File: config.mk
export PLATFORM = sky130hd
export DESIGN_NAME = modbus_rtu_register_master_core
export DESIGN_NICKNAME = d
export VERILOG_FILES = /design/src/hdl/mrm_pkg.sv /design/src/hdl/mrm_tx.sv /design/src/hdl/mrm_rx.sv /design/src/hdl/modbus_rtu_register_master_core.sv
export SDC_FILE = /design/constraint.sdc
export NUM_CORES = 1
export LEC_CHECK = 0
export ABC_AREA = 1
export BUFFER_PORTS_ARGS = -buffer_cell sky130_fd_sc_hd__buf_2
export CORE_UTILIZATION = 30
export CTS_CLUSTER_SIZE = 25
export DETAILED_ROUTE_END_ITERATION = 8
export GPL_TIMING_DRIVEN = 0
export PLACE_DENSITY = 0.48
export REMOVE_ABC_BUFFERS = 1
export SLEW_MARGIN = 10
export SYNTH_ARGS = -nofsm -noshare
export SYNTH_HDL_FRONTEND = slang
export SYNTH_SLANG_ARGS = --single-unit
File: constraint.sdc
create_clock -name i_clk -period 3.09 [get_ports i_clk]
set_clock_uncertainty 0.1 [all_clocks]
set_input_delay 0.309 -clock i_clk [delete_from_list [all_inputs] [get_ports i_clk]]
set_output_delay 0.309 -clock i_clk [all_outputs]
set_load 0.02 [all_outputs]
File: src/hdl/mrm_pkg.sv
// shared types, codes and crc helper for the modbus rtu register master
`default_nettype none
package mrm_pkg;

    localparam logic [15:0] CRC_INIT = 16'hFFFF;
    localparam logic [15:0] CRC_POLY = 16'hA001;

    localparam logic [7:0] FUNC_READ      = 8'h03;
    localparam logic [7:0] FUNC_WRITE     = 8'h06;
    localparam logic [7:0] FUNC_WRITE_EXC = 8'h86;
    localparam logic [7:0] READ_BYTE_CNT  = 8'h02;
    localparam logic [7:0] READ_QTY_HI    = 8'h00;
    localparam logic [7:0] READ_QTY_LO    = 8'h01;

    localparam logic [7:0] SLAVE_ID_RESET = 8'h01;

    localparam logic [1:0] ACT_READ    = 2'd0;
    localparam logic [1:0] ACT_WRITE   = 2'd1;
    localparam logic [1:0] ACT_BYTE    = 2'd2;
    localparam logic [1:0] ACT_TIMEOUT = 2'd3;

    localparam logic [1:0] OP_IDLE  = 2'd0;
    localparam logic [1:0] OP_READ  = 2'd1;
    localparam logic [1:0] OP_WRITE = 2'd2;

    localparam logic [1:0] STAT_OK       = 2'd0;
    localparam logic [1:0] STAT_NO_REPLY = 2'd1;
    localparam logic [1:0] STAT_BAD      = 2'd2;
    localparam logic [1:0] STAT_EXC      = 2'd3;

    localparam logic [0:0] KIND_TX  = 1'b0;
    localparam logic [0:0] KIND_CPL = 1'b1;

    localparam logic [2:0] TX_LAST_IDX = 3'd7;

    typedef struct packed {
        logic       valid;
        logic [7:0] data;
        logic       last;
    } t_tx_emit;

    typedef struct packed {
        logic        valid;
        logic [1:0]  status;
        logic [15:0] read_data;
        logic [7:0]  exc_code;
    } t_cpl;

    function automatic logic [15:0] crc_byte(input logic [15:0] c_in, input logic [7:0] b);
        logic [15:0] c;
        c = c_in ^ {8'h00, b};
        for (int k = 0; k < 8; k++) begin
            c = c[0] ? ((c >> 1) ^ CRC_POLY) : (c >> 1);
        end
        return c;
    endfunction

endpackage
`default_nettype wire

File: src/hdl/mrm_tx.sv
// request frame serializer with byte-per-cycle crc while i_adv lets it advance
`default_nettype none
module mrm_tx (
    input  wire logic             i_clk,
    input  wire logic             i_rst_n,
    input  wire logic             i_load,
    input  wire logic             i_write,
    input  wire logic [7:0]       i_slave_id,
    input  wire logic [15:0]      i_reg_addr,
    input  wire logic [15:0]      i_write_value,
    input  wire logic             i_adv,
    output logic                  o_active,
    output mrm_pkg::t_tx_emit     o_emit
);
    import mrm_pkg::*;

    logic        r_active;
    logic [2:0]  r_cnt;
    logic [15:0] r_crc;
    logic [7:0]  r_func;
    logic [15:0] r_reg;
    logic [15:0] r_val;
    logic [7:0]  cur;
    logic        step;

    assign step = r_active && i_adv;

    always_comb begin
        case (r_cnt)
            3'd1:    cur = r_func;
            3'd2:    cur = r_reg[15:8];
            3'd3:    cur = r_reg[7:0];
            3'd4:    cur = r_val[15:8];
            3'd5:    cur = r_val[7:0];
            3'd6:    cur = r_crc[7:0];
            3'd7:    cur = r_crc[15:8];
            default: cur = i_slave_id;
        endcase
    end

    always_comb begin
        o_emit = '0;
        if (i_load) begin
            o_emit.valid = 1'b1;
            o_emit.data  = i_slave_id;
        end else if (step) begin
            o_emit.valid = 1'b1;
            o_emit.data  = cur;
            o_emit.last  = (r_cnt == TX_LAST_IDX);
        end
    end

    assign o_active = r_active;

    always_ff @(posedge i_clk) begin
        if (!i_rst_n) begin
            r_active <= 1'b0;
            r_cnt    <= '0;
        end else if (i_load) begin
            r_active <= 1'b1;
            r_cnt    <= 3'd1;
        end else if (step) begin
            r_cnt <= r_cnt + 3'd1;
            if (r_cnt == TX_LAST_IDX) begin
                r_active <= 1'b0;
            end
        end
    end

    always_ff @(posedge i_clk) begin
        if (i_load) begin
            r_crc  <= crc_byte(CRC_INIT, i_slave_id);
            r_func <= i_write ? FUNC_WRITE : FUNC_READ;
            r_reg  <= i_reg_addr;
            r_val  <= i_write ? i_write_value : {READ_QTY_HI, READ_QTY_LO};
        end else if (step && r_cnt <= 3'd5) begin
            r_crc <= crc_byte(r_crc, cur);
        end
    end

endmodule
`default_nettype wire

File: src/hdl/mrm_rx.sv
// reply checker and completion decision
`default_nettype none
module mrm_rx (
    input  wire logic        i_clk,
    input  wire logic        i_rst_n,
    input  wire logic        i_load,
    input  wire logic        i_write,
    input  wire logic        i_take,
    input  wire logic        i_timeout,
    input  wire logic [7:0]  i_byte,
    input  wire logic        i_last,
    input  wire logic [7:0]  i_slave_id,
    output mrm_pkg::t_cpl    o_cpl
);
    import mrm_pkg::*;

    logic [1:0]  r_op;
    logic [15:0] r_crc;
    logic [3:0]  r_cnt;
    logic        r_hdr_bad;
    logic [15:0] r_data;
    logic [7:0]  r_crc_lo;
    logic        r_crc_bad;
    logic [7:0]  r_func;
    logic [7:0]  r_exc;

    logic [15:0] n_crc;
    logic [3:0]  n_cnt;
    logic        n_hdr_bad;
    logic [15:0] n_data;
    logic [7:0]  n_crc_lo;
    logic        n_crc_bad;
    logic [7:0]  n_func;
    logic [7:0]  n_exc;

    logic        wr;
    logic [3:0]  crc_at;
    logic        active;
    logic        finish;

    assign wr     = (r_op == OP_WRITE);
    assign crc_at = wr ? 4'd6 : 4'd5;
    assign active = i_take && (r_op != OP_IDLE);
    assign finish = active && (i_timeout || i_last);

    always_comb begin
        n_crc     = r_crc;
        n_cnt     = r_cnt;
        n_hdr_bad = r_hdr_bad;
        n_data    = r_data;
        n_crc_lo  = r_crc_lo;
        n_crc_bad = r_crc_bad;
        n_func    = r_func;
        n_exc     = r_exc;
        if (active && !i_timeout) begin
            if (r_cnt < crc_at) n_crc = crc_byte(r_crc, i_byte);
            if (r_cnt == 4'd0 && i_byte != i_slave_id) n_hdr_bad = 1'b1;
            if (r_cnt == 4'd1) begin
                n_func = i_byte;
                if (i_byte != (wr ? FUNC_WRITE : FUNC_READ)) n_hdr_bad = 1'b1;
            end
            if (r_cnt == 4'd2) begin
                n_exc = i_byte;
                if (!wr && i_byte != READ_BYTE_CNT) n_hdr_bad = 1'b1;
            end
            if (!wr && r_cnt == 4'd3) n_data[15:8] = i_byte;
            if (!wr && r_cnt == 4'd4) n_data[7:0]  = i_byte;
            if (r_cnt == crc_at) n_crc_lo = i_byte;
            if (r_cnt == crc_at + 4'd1 && r_crc != {i_byte, r_crc_lo}) n_crc_bad = 1'b1;
            if (r_cnt != 4'd15) n_cnt = r_cnt + 4'd1;
        end
    end

    always_comb begin
        o_cpl       = '0;
        o_cpl.valid = finish;
        if (n_cnt == 4'd0) begin
            o_cpl.status = STAT_NO_REPLY;
        end else if (wr) begin
            if (n_cnt >= 4'd8 && !n_hdr_bad && !n_crc_bad) begin
                o_cpl.status = STAT_OK;
            end else if (n_cnt >= 4'd3 && n_func == FUNC_WRITE_EXC) begin
                o_cpl.status   = STAT_EXC;
                o_cpl.exc_code = n_exc;
            end else begin
                o_cpl.status = STAT_BAD;
            end
        end else if (n_cnt >= 4'd7 && !n_hdr_bad && !n_crc_bad) begin
            o_cpl.status    = STAT_OK;
            o_cpl.read_data = n_data;
        end else begin
            o_cpl.status = STAT_BAD;
        end
    end

    always_ff @(posedge i_clk) begin
        if (!i_rst_n) begin
            r_op      <= OP_IDLE;
            r_crc     <= CRC_INIT;
            r_cnt     <= '0;
            r_hdr_bad <= 1'b0;
            r_data    <= '0;
            r_crc_lo  <= '0;
            r_crc_bad <= 1'b0;
            r_func    <= '0;
            r_exc     <= '0;
        end else if (i_load || finish) begin
            r_op      <= i_load ? (i_write ? OP_WRITE : OP_READ) : OP_IDLE;
            r_crc     <= CRC_INIT;
            r_cnt     <= '0;
            r_hdr_bad <= 1'b0;
            r_data    <= '0;
            r_crc_lo  <= '0;
            r_crc_bad <= 1'b0;
            r_func    <= '0;
            r_exc     <= '0;
        end else begin
            r_crc     <= n_crc;
            r_cnt     <= n_cnt;
            r_hdr_bad <= n_hdr_bad;
            r_data    <= n_data;
            r_crc_lo  <= n_crc_lo;
            r_crc_bad <= n_crc_bad;
            r_func    <= n_func;
            r_exc     <= n_exc;
        end
    end

endmodule
`default_nettype wire

File: src/hdl/modbus_rtu_register_master_core.sv
// modbus rtu register master top level: stream channels, apb config, output register
//
// input stream carries read/write requests, reply bytes and reply timeouts
// (kind in tuser, end of reply in tlast). output stream carries request frame
// bytes (tuser 0, tlast on the eighth byte) and one completion per finished reply
// (tuser 1, tlast 1) with status, read data and exception code.
// a read or write request yields eight transmit bytes, the first one on the
// output in the cycle after the transaction and one per cycle after it while
// the receiver keeps up; s_axis_tready stays low until the eighth byte is
// issued, so no other item enters while a request is being sent.
// reply bytes and timeouts are accepted one per clock while the output is free,
// and a completion appears at the output in the cycle after the closing byte.
// s_axis_tready follows the output register and the serializer: when the receiver
// stalls and the register is full, or request bytes are still going out, input is
// held off; otherwise a new item is taken while the current result is handed over.
// reset (synchronous, active low) empties the output, drops any pending
// request and sets slave_id to 1.
`default_nettype none
module modbus_rtu_register_master_core (
    input  wire logic        i_clk,
    input  wire logic        i_rst_n,
    input  wire logic        s_axis_tvalid,
    output logic             s_axis_tready,
    // reg_addr[15:0], write_value[31:16], reply_byte[39:32]
    input  wire logic [39:0] s_axis_tdata,
    // action[1:0]
    input  wire logic [1:0]  s_axis_tuser,
    input  wire logic        s_axis_tlast,
    output logic             m_axis_tvalid,
    input  wire logic        m_axis_tready,
    // tx_byte[7:0], status[9:8], read_data[25:10], exception_code[33:26], zero fill
    output logic [39:0]      m_axis_tdata,
    // kind[0]
    output logic             m_axis_tuser,
    output logic             m_axis_tlast,
    input  wire logic        psel,
    input  wire logic        penable,
    input  wire logic        pwrite,
    input  wire logic [2:0]  paddr,
    input  wire logic [31:0] pwdata,
    output logic [31:0]      prdata,
    output logic             pready
);
    import mrm_pkg::*;

    logic [7:0]  r_slave_id;
    logic        r_out_valid;
    logic [39:0] r_out_data;
    logic        r_out_kind;
    logic        r_out_last;

    logic        tx_active;
    t_tx_emit    tx_emit;
    t_cpl        cpl;
    logic        out_free;
    logic        accept;
    logic        is_req;
    logic [1:0]  action;

    assign pready = 1'b1;
    assign prdata = paddr[2] ? 32'd0 : {24'd0, r_slave_id};

    always_ff @(posedge i_clk) begin
        if (!i_rst_n) begin
            r_slave_id <= SLAVE_ID_RESET;
        end else if (psel && penable && pwrite && pready && !paddr[2]) begin
            r_slave_id <= pwdata[7:0];
        end
    end

    assign out_free      = !r_out_valid || m_axis_tready;
    assign s_axis_tready = out_free && !tx_active;
    assign accept        = s_axis_tvalid && s_axis_tready;
    assign action        = s_axis_tuser;
    assign is_req        = (action == ACT_READ) || (action == ACT_WRITE);

    mrm_tx u_tx (
        .i_clk         (i_clk),
        .i_rst_n       (i_rst_n),
        .i_load        (accept && is_req),
        .i_write       (action == ACT_WRITE),
        .i_slave_id    (r_slave_id),
        .i_reg_addr    (s_axis_tdata[15:0]),
        .i_write_value (s_axis_tdata[31:16]),
        .i_adv         (out_free),
        .o_active      (tx_active),
        .o_emit        (tx_emit)
    );

    mrm_rx u_rx (
        .i_clk      (i_clk),
        .i_rst_n    (i_rst_n),
        .i_load     (accept && is_req),
        .i_write    (action == ACT_WRITE),
        .i_take     (accept && !is_req),
        .i_timeout  (action == ACT_TIMEOUT),
        .i_byte     (s_axis_tdata[39:32]),
        .i_last     (s_axis_tlast),
        .i_slave_id (r_slave_id),
        .o_cpl      (cpl)
    );

    always_ff @(posedge i_clk) begin
        if (!i_rst_n) begin
            r_out_valid <= 1'b0;
        end else if (out_free) begin
            r_out_valid <= tx_emit.valid || cpl.valid;
        end
    end

    always_ff @(posedge i_clk) begin
        if (out_free) begin
            if (tx_emit.valid) begin
                r_out_data <= {32'd0, tx_emit.data};
                r_out_kind <= KIND_TX;
                r_out_last <= tx_emit.last;
            end else begin
                r_out_data <= {6'd0, cpl.exc_code, cpl.read_data, cpl.status, 8'd0};
                r_out_kind <= KIND_CPL;
                r_out_last <= 1'b1;
            end
        end
    end

    assign m_axis_tvalid = r_out_valid;
    assign m_axis_tdata  = r_out_data;
    assign m_axis_tuser  = r_out_kind;
    assign m_axis_tlast  = r_out_last;

endmodule
`default_nettype wire

==> implementation parameters, run 1 <==
Parameter                              Value

Setup path
  Biggest fanout along the worst timing path ... 14
  Critical path endpoint category ... flip-flop
  Crit path arrival time ... 2.92 ns
  Start-to-end type of the worst setup path ... reg -> reg
  Startpoint class of the critical path ... flip-flop
  Worst Path Required ... 3.13 ns

Global route
  Total track usage ... 16.3%
  First-pass GRT wire length ... 35500 um
  Met1 layer usage reported by global route ... 22.8%
  Via count of the first global-routing pass ... 6498
  Most Crowded Layer GR ... met2
  Met3 Usage GRT ... 2.61%
  Number of antenna violations at the first check in global routing ... 0
  Grt total ovfl ... 0
  Largest net degree at the start of global routing ... 51
  Met2 Usage GRT ... 25.9%

Route
  Wirelength, routed ... 22800 um
  Pre-antenna DRT Iters ... 5
  Via count ... 6787
  Drt initial violations ... 483
  Drt via density ... 4.53
  ANT nets after route ... 0
  DRC errors left ... 0
  DR WL/cell ... 15.2 um

Logic synthesis
  Synth top area cells ... edfxtp_1 31%, dfxtp_1 18%, nand2_1 10%
  Mean instance size in the synthesized netlist ... 8.49 um^2
  Share of Yosys cell area claimed by the top area cell type ... 30.7%
  Flop and latch count out of synthesis ... 163
  Synth warnings ... 0
  Share of synthesized area occupied by flip-flops and latches ... 49.0%
  Largest area contributor in the synthesized netlist ... edfxtp_1
  Cell variety after synth ... 50
  Number of synthesized flops with an enable pin ... 86
  Fraction of registers with async set or reset after synthesis ... 0%
  Post-synth design cell area ... 0.00841 mm^2
  Gate count of the mapped netlist ... 990
  Most used flip-flop cell after synthesis ... edfxtp_1

Place
  Hpwl dp ... 16000 um
  Count of input and output buffers ... 104
  Routability cong. ... 0.801

Cells and area
  Area growth syn-to-layout ... 21.1%
  Ratio of cells with drive above 1 in the final layout ... 21.5%
  Final Net Count ... 1211
  Filler Cell Count ... 2806
  Max FFs per register ... 34
  Final Core Density ... 37.4%
  Number of diodes ... 0

Min path
  Worst min-delay path category ... in -> reg

Clocking
  TritonCTS clock tree ... yes
  Number of buffers on the longest clock path ... 2
  Clock slew at the register clock pins of the worst setup and hold paths ... 0.07 ns
  CTS buffer count ... 17
  Clock H-tree levels ... 4
  Clock latency reported for the late side of the worst-skew pair ... 0.43 ns
  Sink count of the clock tree ... 163
  Clock Root Buffer ... clkbuf_16

Floorplan
  Chip Height ... 169 um
  Initial Util ... 30.9%
  Top Ports ... 162
  Die ar. ... 0.0287 mm^2
  FP Rows ... 60
  Floorplan core area ... 0.0273 mm^2
  Die width ... 169 um

Pwr
  Static leakage power ... 4.45 nW
  Worst IR Drop VDD ... 0.369 mV
  Post-route total power ... 0.00551 W
  Power density relative to cell area ... 541 mW/mm^2

Timing
  Actual transition at the worst max-transition pin ... 1.11 ns
  Final number of setup-violating endpoints ... 0
  Highest achievable clock rate ... 347 MHz
  Max-slew violation total from the final report ... 0
  Clock period minus final worst setup slack ... 2.88 ns
  Slew Limit Headroom ... 26.0%
  Setup repair after global routing missed its margin ... false
  Sum of negative setup slack ... 0 ns
  Number of endpoints with negative hold slack in the final report ... 0
  Final period util ... 93.2%

Status
  Run status ... finished, final reports clean

Job
  Max-cap violations ... 0
==> worst max-delay path, cell delays in order (launching register included) <==
cell and delay (ns):
dfxtp_1 0.36, a21oi_4 0.19, nand2_2 0.16, nor2_4 0.47
clkinvlp_4 0.26, nand2_1 0.27, inv_1 0.17, a31oi_4 0.39
buf_6 0.21
==> power by group <==
group          internal, W  leakage (nW)  switching, W
logic             0.000300          2.66      0.000608
clock network      0.00116         0.281      0.000953
registers          0.00242          1.51     0.0000682
==> cells by family after synthesis <==
| kind of cell | count (synthesis) | synth area share, % |
|---|---|---|
| AO/OA/AOI/OAI | 115 | 8.02 |
| AND/OR/NAND/NOR | 472 | 25.4 |
| flip-flops | 163 | 49.0 |
| XOR/XNOR | 46 | 4.88 |
| adder cells (fa/ha/maj) | 12 | 1.79 |
| buffers and inverters | 172 | 9.78 |
| other | 2 | 0.0893 |
| multiplexers | 8 | 0.952 |
==> metal layers <==
metal  wire [um]  up-vias
met3         954       12
met4         185        0
met1       11200     3213
met5           0        -
met2       10500      177
li1            -     3385
==> through the flow <==
step	area, um^2	instances	worst slack, ns	hold slack, ns
floorplan	8120	958	-2.34	0.307
CTS	9980	1488	0.0611	0.0238
global placement	9100	1434	-5.45	0.345
finish	10200	1499	0.209	0.0367
global route	10200	1499	0.00241	0.0333
detailed placement	9180	1437	-0.650	0.358
==> area by class of cell <==
type                            instances  area [um^2]  share of cell area (%)
Clock buffer                           19          443                    4.35
Clock inverter                         13          140                    1.38
Inverter                              111          434                    4.26
Multi-Input combinational cell        686         3730                    36.6
Sequential cell                       163         4130                    40.6
Tap cell                              372          465                    4.57
Timing Repair Buffer                  134          835                    8.20
Timing Repair inverter                  1         5.00                  0.0491
==> final timing paths <==
check,startpoint,endpoint,slack [ns],depth (start not counted)
worst min register to register,u_rx.r_hdr_bad$_SDFF_PP0_,u_rx.r_hdr_bad$_SDFF_PP0_,0.36,2
worst max-delay path,m_axis_tvalid$_SDFFE_PN0N_,u_tx.r_crc[4]$_SDFFCE_PP1P_,0.21,8
worst min-delay path,s_axis_tdata[16],u_tx.r_val[0]$_SDFFCE_PN1P_,0.04,2
worst max register to register,m_axis_tvalid$_SDFFE_PN0N_,u_tx.r_crc[4]$_SDFFCE_PP1P_,0.21,8
==> Yosys cell counts, types with 5 or more instances <==
cell and number:
nand2_2 16, or2_2 8, xnor2_1 24, buf_4 32
o21ai_0 44, nor2_4 10, inv_2 7, nor2_1 111
ha_1 12, dfxtp_1 77, mux2i_1 8, inv_1 101
nand2_1 230, edfxtp_1 86, xor2_1 21, o22ai_1 5
nand4_1 9, o211ai_1 9, nand3_1 65, buf_2 8
a21oi_1 35, o21a_1 8, clkbuf_1 17
==> placed cells by master, fill, tap and decap left out, types with 3 or more instances in the layout <==
cell	n
edfxtp_1	86
mux2i_1	8
buf_2	104
o22ai_1	5
a21oi_1	35
nor4_1	4
o211ai_1	9
clkinvlp_4	4
nand3_1	64
nor2_2	4
o21a_1	8
xor2_1	21
dlygate4sd3_1	16
nor2_1	109
inv_1	98
nand2_4	4
xnor2_1	24
conb_1	31
o21ai_0	44
inv_6	4
clkinv_4	4
dfxtp_1	74
clkbuf_16	17
nor2_4	14
nand4_1	9
nand2_1	220
nor3_1	3
inv_2	7
o21ai_1	4
ha_4	5
or2_2	8
ha_1	6
nand2_2	25
inv_8	3
buf_4	10
==> repair_timing <==
action	4_1_cts	5_1_grt
pin swaps	1	4
hold endpoints to repair	16	0
hold buffers	16	0
gates resized for setup	9	26
cloned	2	1
endpoints found under the setup margin	91	11
buffers inserted	1	10
Power figures use the tool's default switching activity.
==> run 2: changes to the inputs <==
--- a/config.mk
+++ b/config.mk
@@ -7,11 +7,12 @@
 export LEC_CHECK = 0
 export ABC_AREA = 1
 export BUFFER_PORTS_ARGS = -buffer_cell sky130_fd_sc_hd__buf_2
-export CORE_UTILIZATION = 30
+export CORE_MARGIN = 2
+export CORE_UTILIZATION = 50
 export CTS_CLUSTER_SIZE = 25
 export DETAILED_ROUTE_END_ITERATION = 8
 export GPL_TIMING_DRIVEN = 0
-export PLACE_DENSITY = 0.48
+export PLACE_DENSITY = 0.74
 export REMOVE_ABC_BUFFERS = 1
 export SLEW_MARGIN = 10
 export SYNTH_ARGS = -nofsm -noshare
==> run 2 against run 1 <==
Core utilization is 23 points higher. First-iteration DRC count grew 27%. Die area fell by 38%. Worst setup slack got worse by 0.010 ns. Sequential share of layout area up 0.89 points. Power barely moved. Final area down 2.2%. Critical path type unchanged. Critical endpoint is now u_tx.r_crc[0]$_DFFE_PP_. Largest cell class unchanged.
==> implementation parameters, run 2 (same netlist as run 1, synthesis figures left out) <==
Parameter                              Value

Global route
  Number of antenna violations at the first check in global routing ... 0 (unchanged)
  Via count of the first global-routing pass ... 6519 (+0.32%)
  First-pass GRT wire length ... 31900 um (-10%)
  Grt total ovfl ... 0 (unchanged)
  Largest net degree at the start of global routing ... 51 (unchanged)
  Total track usage ... 23.0% (+6.7 points)

Cells and area
  Final Net Count ... 1213 (+0.17%)
  Commonest non-fill, non-tap cell in the layout ... nand2_1
  Final Core Density ... 60.3% (+23 points)
  Commonest non-fill, non-tap cells in the layout ... 226 x nand2_1, 109 x nor2_1, 104 x buf_2, 98 x inv_1, 86 x edfxtp_1
  Max FFs per register ... 34 (unchanged)
  Ratio of cells with drive above 1 in the final layout ... 21.1% (-0.39 points)
  Finished Layout Cells ... 1349 (-10%)
  Number of diodes ... 0 (unchanged)
  Area growth syn-to-layout ... 18.5%

Floorplan
  Floorplan core area ... 0.0165 mm^2 (-39%)
  FP Rows ... 47 (-22%)
  Die width ... 134 um (-21%)
  Initial Util ... 50.9% (+20 points)
  Chip Height ... 134 um (-21%)
  Die ar. ... 0.0179 mm^2 (-38%)
  Top Ports ... 162 (unchanged)

Timing
  Number of endpoints with negative hold slack in the final report ... 0 (unchanged)
  Slew Limit Headroom ... 32.7% (+6.7 points)
  Actual transition at the worst max-transition pin ... 1.01 ns (-0.101 ns)
  Clock period minus final worst setup slack ... 2.89 ns (+0.0105 ns)
  Final period util ... 93.6% (+0.34 points)
  Highest achievable clock rate ... 346 MHz (-0.36%)
  Final number of setup-violating endpoints ... 0 (unchanged)
  Max-slew violation total from the final report ... 0 (unchanged)

Route
  DR WL/cell ... 15.3 um (+0.31%)
  Drt via density ... 5.23 (+16%)
  DRC errors left ... 0 (unchanged)
  Pre-antenna DRT Iters ... 5 (unchanged)
  Drt initial violations ... 613 (+27%)
  Via count ... 7056 (+4.0%)
  ANT nets after route ... 0 (unchanged)
  Wirelength, routed ... 20600 um (-9.7%)

Setup path
  Highest-delay cell along the critical path ... dfxtp_4
  Biggest fanout along the worst timing path ... 10 (-4)
  Start-to-end type of the worst setup path ... reg -> reg
  Cell repeated most along the worst path ... nand2_1
  Worst Path Required ... 3.18 ns (+0.05 ns)
  Critical path buffers and inverters ... 2 (-1)
  Crit path max-delay family ... simple AND/OR/NAND/NOR gates
  Cell breakdown of the critical path ... clkinvlp_4, ha_4, nor2_4, nand2_4, nor2_4, nor2_1, nand2_2, nand2_1, nand2_1, nand2_2, nand2_1, nand2_1, nand2_1, nand2_1, inv_1, nand2_2, nand2_1, nand2_1, nand3_1, nand2_1, nand2_1, nand2_1
  Startpoint class of the critical path ... flip-flop
  Maximum single-stage delay on the critical path ... 0.44 ns (-0.03 ns)
  Crit path arrival time ... 2.98 ns (+0.06 ns)
  Critical path endpoint category ... flip-flop

Place
  Hpwl dp ... 14200 um (-11%)
  Placed instance count ... 1285 (-11%)
  Routability cong. ... 0.881 (+10%)
  Count of input and output buffers ... 104 (unchanged)

Job
  Max-cap violations ... 0 (unchanged)

Clocking
  Clock Root Buffer ... clkbuf_16
  Sink count of the clock tree ... 163 (unchanged)
  Clock slew at the register clock pins of the worst setup and hold paths ... 0.06 ns (about the same)
  CTS buffer count ... 17 (unchanged)
  Clock H-tree levels ... 4 (unchanged)
  Clock latency reported for the late side of the worst-skew pair ... 0.44 ns (about the same)
  TritonCTS clock tree ... yes
  Number of buffers on the longest clock path ... 2 (unchanged)

Pwr
  P_int ... 0.00392 W (+1.0%)
  Power density relative to cell area ... 552 mW/mm^2 (+2.1%)
  Relative contribution of sequential cells to total power ... 45.1% (about the same)
  Post-route total power ... 0.00550 W (about the same)
  Worst IR Drop VDD ... 0.418 mV (+13%)
  Part of the power in combinational logic ... 15.9% (-0.6 points)
  Switching power summed over all nets ... 0.00159 W (-2.7%)
  Portion of total power attributed to the clock network ... 39.0% (+0.6 points)
  Switching share of power ... 28.8% (-0.77 points)
  Static leakage power ... 4.45 nW (about the same)

Min path
  Worst min-delay path category ... in -> reg

Status
  Run status ... finished, final reports clean
## run 2: cell types whose count changed in the layout (fill, tap and decap cells not counted), moves of 2 or more
cell,before,now
ha_2,1,3
nand2_1,220,226
ha_4,5,3
buf_4,10,13
nand2_2,25,19
## run 2: power groups by stage
stage / combinational [W] / sequential, W / clock (W)
after detailed placement: 0.000820 / 0.00253 / 0
final: 0.000877 / 0.00248 / 0.00214
after global placement: 0.000786 / 0.00253 / 0
after CTS: 0.000850 / 0.00248 / 0.00217
after global routing: 0.000969 / 0.00249 / 0.00223
after floorplan: 0.000526 / 0.00256 / 0
## run 2: routing by layer
layer  part of all wire [%]  vias up  routed length [um]  global-route usage, %
li1                       -     3405                   -                      -
met1                     42     3285                8600                   29.9
met2                     46      309                9580                   36.4
met3                    8.9       57                1840                   6.74
met4                    3.0        0                 612                   9.04
met5                      0        -                   0                      0
## run 2: worst reg2reg max path: cells and delay by family, from the launching register on
kind                       cells  cell delay, ns
and+or+nand+nor               19            1.56
DFF                            1            0.44
buffers and inverters          2            0.30
adders and majority gates      1            0.26
## run 2: final timing paths
check | startpoint | endpoint | slack, ns | cells past startpoint
worst max register to register | u_tx.r_cnt[2]$_SDFFE_PP0P_ | u_tx.r_crc[0]$_DFFE_PP_ | 0.20 | 22
worst min register to register | u_rx.r_crc_bad$_SDFF_PP0_ | u_rx.r_crc_bad$_SDFF_PP0_ | 0.36 | 2
worst max-delay path | u_tx.r_cnt[2]$_SDFFE_PP0P_ | u_tx.r_crc[0]$_DFFE_PP_ | 0.20 | 22
worst min-delay path | s_axis_tdata[16] | u_tx.r_val[0]$_SDFFCE_PN1P_ | 0.05 | 2
## run 2: final cells by class
class                           count  area, um^2
Inverter                          111         434
Multi-Input combinational cell    686        3680
Sequential cell                   163        4130
Timing Repair inverter              1        5.00
Clock inverter                     15         171
Timing Repair Buffer              136         837
Clock buffer                       17         425
Tap cell                          220         275
Fill cell                        1424        6560
## run 2: timing repair
item                                   4_1_cts  5_1_grt
setup endpoints to repair                   71       13
endpoints found under the hold margin       16        0
gates resized for setup                      6       18
setup buffers                                1       12
pin swaps                                    1        3
cloned                                       1        2
hold buffers                                16        0
## run 2: through the flow
step           worst slack [ns]  setup TNS (ns)  hold WS [ns]  cell area [um^2]
2_1_floorplan             -2.34         -214.34         0.307              8120
3_5_place_dp             -0.600          -28.15         0.348              8990
5_1_grt                 -0.0300         -0.0300        0.0444              9960
4_1_cts                  0.0386               0        0.0227              9780
3_3_place_gp              -4.75         -508.60         0.343              8910
6_report                  0.199               0        0.0537              9960
==> run 3: changes to the inputs <==
--- a/config.mk
+++ b/config.mk
@@ -12,6 +12,7 @@
 export CTS_CLUSTER_SIZE = 25
 export DETAILED_ROUTE_END_ITERATION = 8
 export GPL_TIMING_DRIVEN = 0
+export MAX_ROUTING_LAYER = met4
 export PLACE_DENSITY = 0.74
 export REMOVE_ABC_BUFFERS = 1
 export SLEW_MARGIN = 10
==> run 3 against run 2 <==
Clock power is essentially flat. Combinational power shrank 1%. Sequential cell count is the same. Die area is the same. Hold slack lost 0.0074 ns. Critical path depth is the same. Power grew 0.34%. Sequential power is essentially flat. Final area shrank 0.44%. Critical path type unchanged. Largest cell class unchanged. Largest power group unchanged.
==> implementation parameters, run 3 (same netlist as run 1, synthesis figures left out) <==
Parameter                              Value

Global route
  Via count of the first global-routing pass ... 6352 (-2.6%)
  Grt total ovfl ... 0 (unchanged)
  Total track usage ... 23.2% (+0.25 points)
  Largest net degree at the start of global routing ... 51 (unchanged)
  First-pass GRT wire length ... 31300 um (-1.9%)
  Number of antenna violations at the first check in global routing ... 0 (unchanged)

Route
  DRC errors left ... 0 (unchanged)
  Via count ... 6888 (-2.4%)
  Drt via density ... 5.13 (-2.0%)
  Drt initial violations ... 664 (+8.3%)
  Wirelength, routed ... 20100 um (-2.7%)
  DR WL/cell ... 14.9 um (-2.3%)
  ANT nets after route ... 0 (unchanged)
  Pre-antenna DRT Iters ... 5 (unchanged)

Floorplan
  Top Ports ... 162 (unchanged)
  Initial Util ... 50.9% (unchanged)
  Die ar. ... 0.0179 mm^2 (unchanged)
  Die width ... 134 um (unchanged)
  Floorplan core area ... 0.0165 mm^2 (unchanged)
  FP Rows ... 47 (unchanged)
  Chip Height ... 134 um (unchanged)

Setup path
  Highest-delay cell along the critical path ... dfxtp_4
  Critical path endpoint category ... flip-flop
  Cell breakdown of the critical path ... clkinvlp_4, ha_4, nor2_4, nand2_4, nor2_4, nor2_1, nand2_2, nand2_1, nand2_1, nand2_2, nand2_1, nand2_1, nand2_1, nand2_1, inv_1, nand2_2, nand2_1, nand2_1, nand3_1, nand2_1, nand2_1, nand2_1
  Cell repeated most along the worst path ... nand2_1
  Startpoint class of the critical path ... flip-flop
  Start-to-end type of the worst setup path ... reg -> reg
  Biggest fanout along the worst timing path ... 12 (+2)
  Worst Path Required ... 3.17 ns (about the same)
  Crit path arrival time ... 2.97 ns (about the same)
  Maximum single-stage delay on the critical path ... 0.44 ns (about the same)

Clocking
  Clock H-tree levels ... 4 (unchanged)
  Clock Root Buffer ... clkbuf_16
  TritonCTS clock tree ... yes
  CTS buffer count ... 17 (unchanged)
  Sink count of the clock tree ... 163 (unchanged)
  Number of buffers on the longest clock path ... 2 (unchanged)
  Clock slew at the register clock pins of the worst setup and hold paths ... 0.07 ns (about the same)
  Clock latency reported for the late side of the worst-skew pair ... 0.43 ns (about the same)

Cells and area
  Finished Layout Cells ... 1344 (-0.37%)
  Multi-input combinational cell area ... 0.00367 mm^2 (-0.34%)
  Final Net Count ... 1208 (-0.41%)
  Area growth syn-to-layout ... 17.9%
  Ratio of cells with drive above 1 in the final layout ... 20.5% (-0.62 points)
  Max FFs per register ... 34 (unchanged)
  Number of diodes ... 0 (unchanged)
  Commonest non-fill, non-tap cells in the layout ... 227 x nand2_1, 109 x nor2_1, 104 x buf_2, 99 x inv_1, 86 x edfxtp_1
  Commonest non-fill, non-tap cell in the layout ... nand2_1
  Post-route cell area ... 0.00992 mm^2 (-0.44%)
  FF/Latch Area ... 0.00413 mm^2 (about the same)
  Filler Cell Count ... 1408 (-1.1%)

Place
  Setup slack at placement ... -0.388 ns (+0.212 ns)
  Hpwl dp ... 13900 um (-2.2%)
  Placed instance count ... 1285 (unchanged)
  Routability cong. ... 0.898 (+1.9%)
  Instance area at placement ... 0.00899 mm^2 (unchanged)
  Count of input and output buffers ... 104 (unchanged)

Pwr
  Static leakage power ... 4.43 nW (-0.41%)
  Worst IR Drop VDD ... 0.430 mV (+2.8%)
  Post-route total power ... 0.00552 W (+0.34%)
  Power density relative to cell area ... 557 mW/mm^2 (+0.78%)

Timing
  Final period util ... 93.4% (-0.13 points)
  Slew Limit Headroom ... 31.8% (-0.97 points)
  Clock period minus final worst setup slack ... 2.89 ns (-0.00388 ns)
  Minimum setup slack in the final design ... 0.202 ns (+0.00388 ns)
  Sum of negative setup slack ... 0 ns (unchanged)
  Number of endpoints with negative hold slack in the final report ... 0 (unchanged)
  Actual transition at the worst max-transition pin ... 1.02 ns (+0.0145 ns)
  Max-slew violation total from the final report ... 0 (unchanged)
  Highest achievable clock rate ... 346 MHz (+0.13%)
  Final number of setup-violating endpoints ... 0 (unchanged)

Status
  Run status ... finished, final reports clean

Min path
  Worst min-delay path category ... in -> reg

Job
  Max-cap violations ... 0 (unchanged)
## run 3: what timing repair did
action,CTS,global route
gates resized for setup,4,15
hold buffers,16,0
pin swaps,1,2
endpoints found under the hold margin,16,0
setup endpoints to repair,70,12
gates cloned,2,1
setup buffers,0,8
## run 3: where the power goes
part / internal [W] / leakage [nW] / switching, W
Sequential: 0.00242 / 1.51 / 0.0000636
Clock: 0.00124 / 0.294 / 0.000934
Combinational: 0.000286 / 2.63 / 0.000581
Total: 0.00394 / 4.43 / 0.00158
## run 3: layer usage
layer / track usage [%] / share of wire (%) / vias up
met5: - / 0 / -
met4: 9.40 / 2.5 / 0
met3: 4.68 / 7.7 / 46
met2: 35.1 / 46 / 266
met1: 30.8 / 44 / 3180
li1: - / - / 3396
## run 3: final timing paths
kind | slack, ns | start | end | cells after the start
worst max-delay path | 0.20 | u_tx.r_cnt[2]$_SDFFE_PP0P_ | u_tx.r_crc[0]$_DFFE_PP_ | 22
worst min-delay path | 0.05 | s_axis_tdata[16] | u_tx.r_val[0]$_SDFFCE_PN1P_ | 2
worst max register to register | 0.20 | u_tx.r_cnt[2]$_SDFFE_PP0P_ | u_tx.r_crc[0]$_DFFE_PP_ | 22
worst min register to register | 0.36 | u_rx.r_hdr_bad$_SDFF_PP0_ | u_rx.r_hdr_bad$_SDFF_PP0_ | 2
## run 3: final cells by class
class                   instances  area share, %
flip-flops and latches        163           41.6
multi-input cells             686           37.0
repair buffers                131           8.06
clock buffers                  18           4.43
inverters                     111           4.35
well taps                     220           2.78
clock inverters                14           1.69
repair inverters                1         0.0505
## run 3: critical path: cells and delay by family, from the launching register on
| kind | cells | cell delay, ns |
|---|---|---|
| adders and majority gates | 1 | 0.25 |
| buffers and inverters | 2 | 0.27 |
| and+or+nand+nor | 19 | 1.57 |
| DFF | 1 | 0.44 |
## run 3: stage by stage
| step | hold slack [ns] | util, % |
|---|---|---|
| 3_5_place_dp | 0.354 | 54.4 |
| 4_1_cts | 0.0394 | 59.2 |
| 2_1_floorplan | 0.307 | - |
| 6_report | 0.0463 | 60.0 |
| 5_1_grt | 0.0402 | 60.0 |
| 3_3_place_gp | 0.343 | 53.9 |
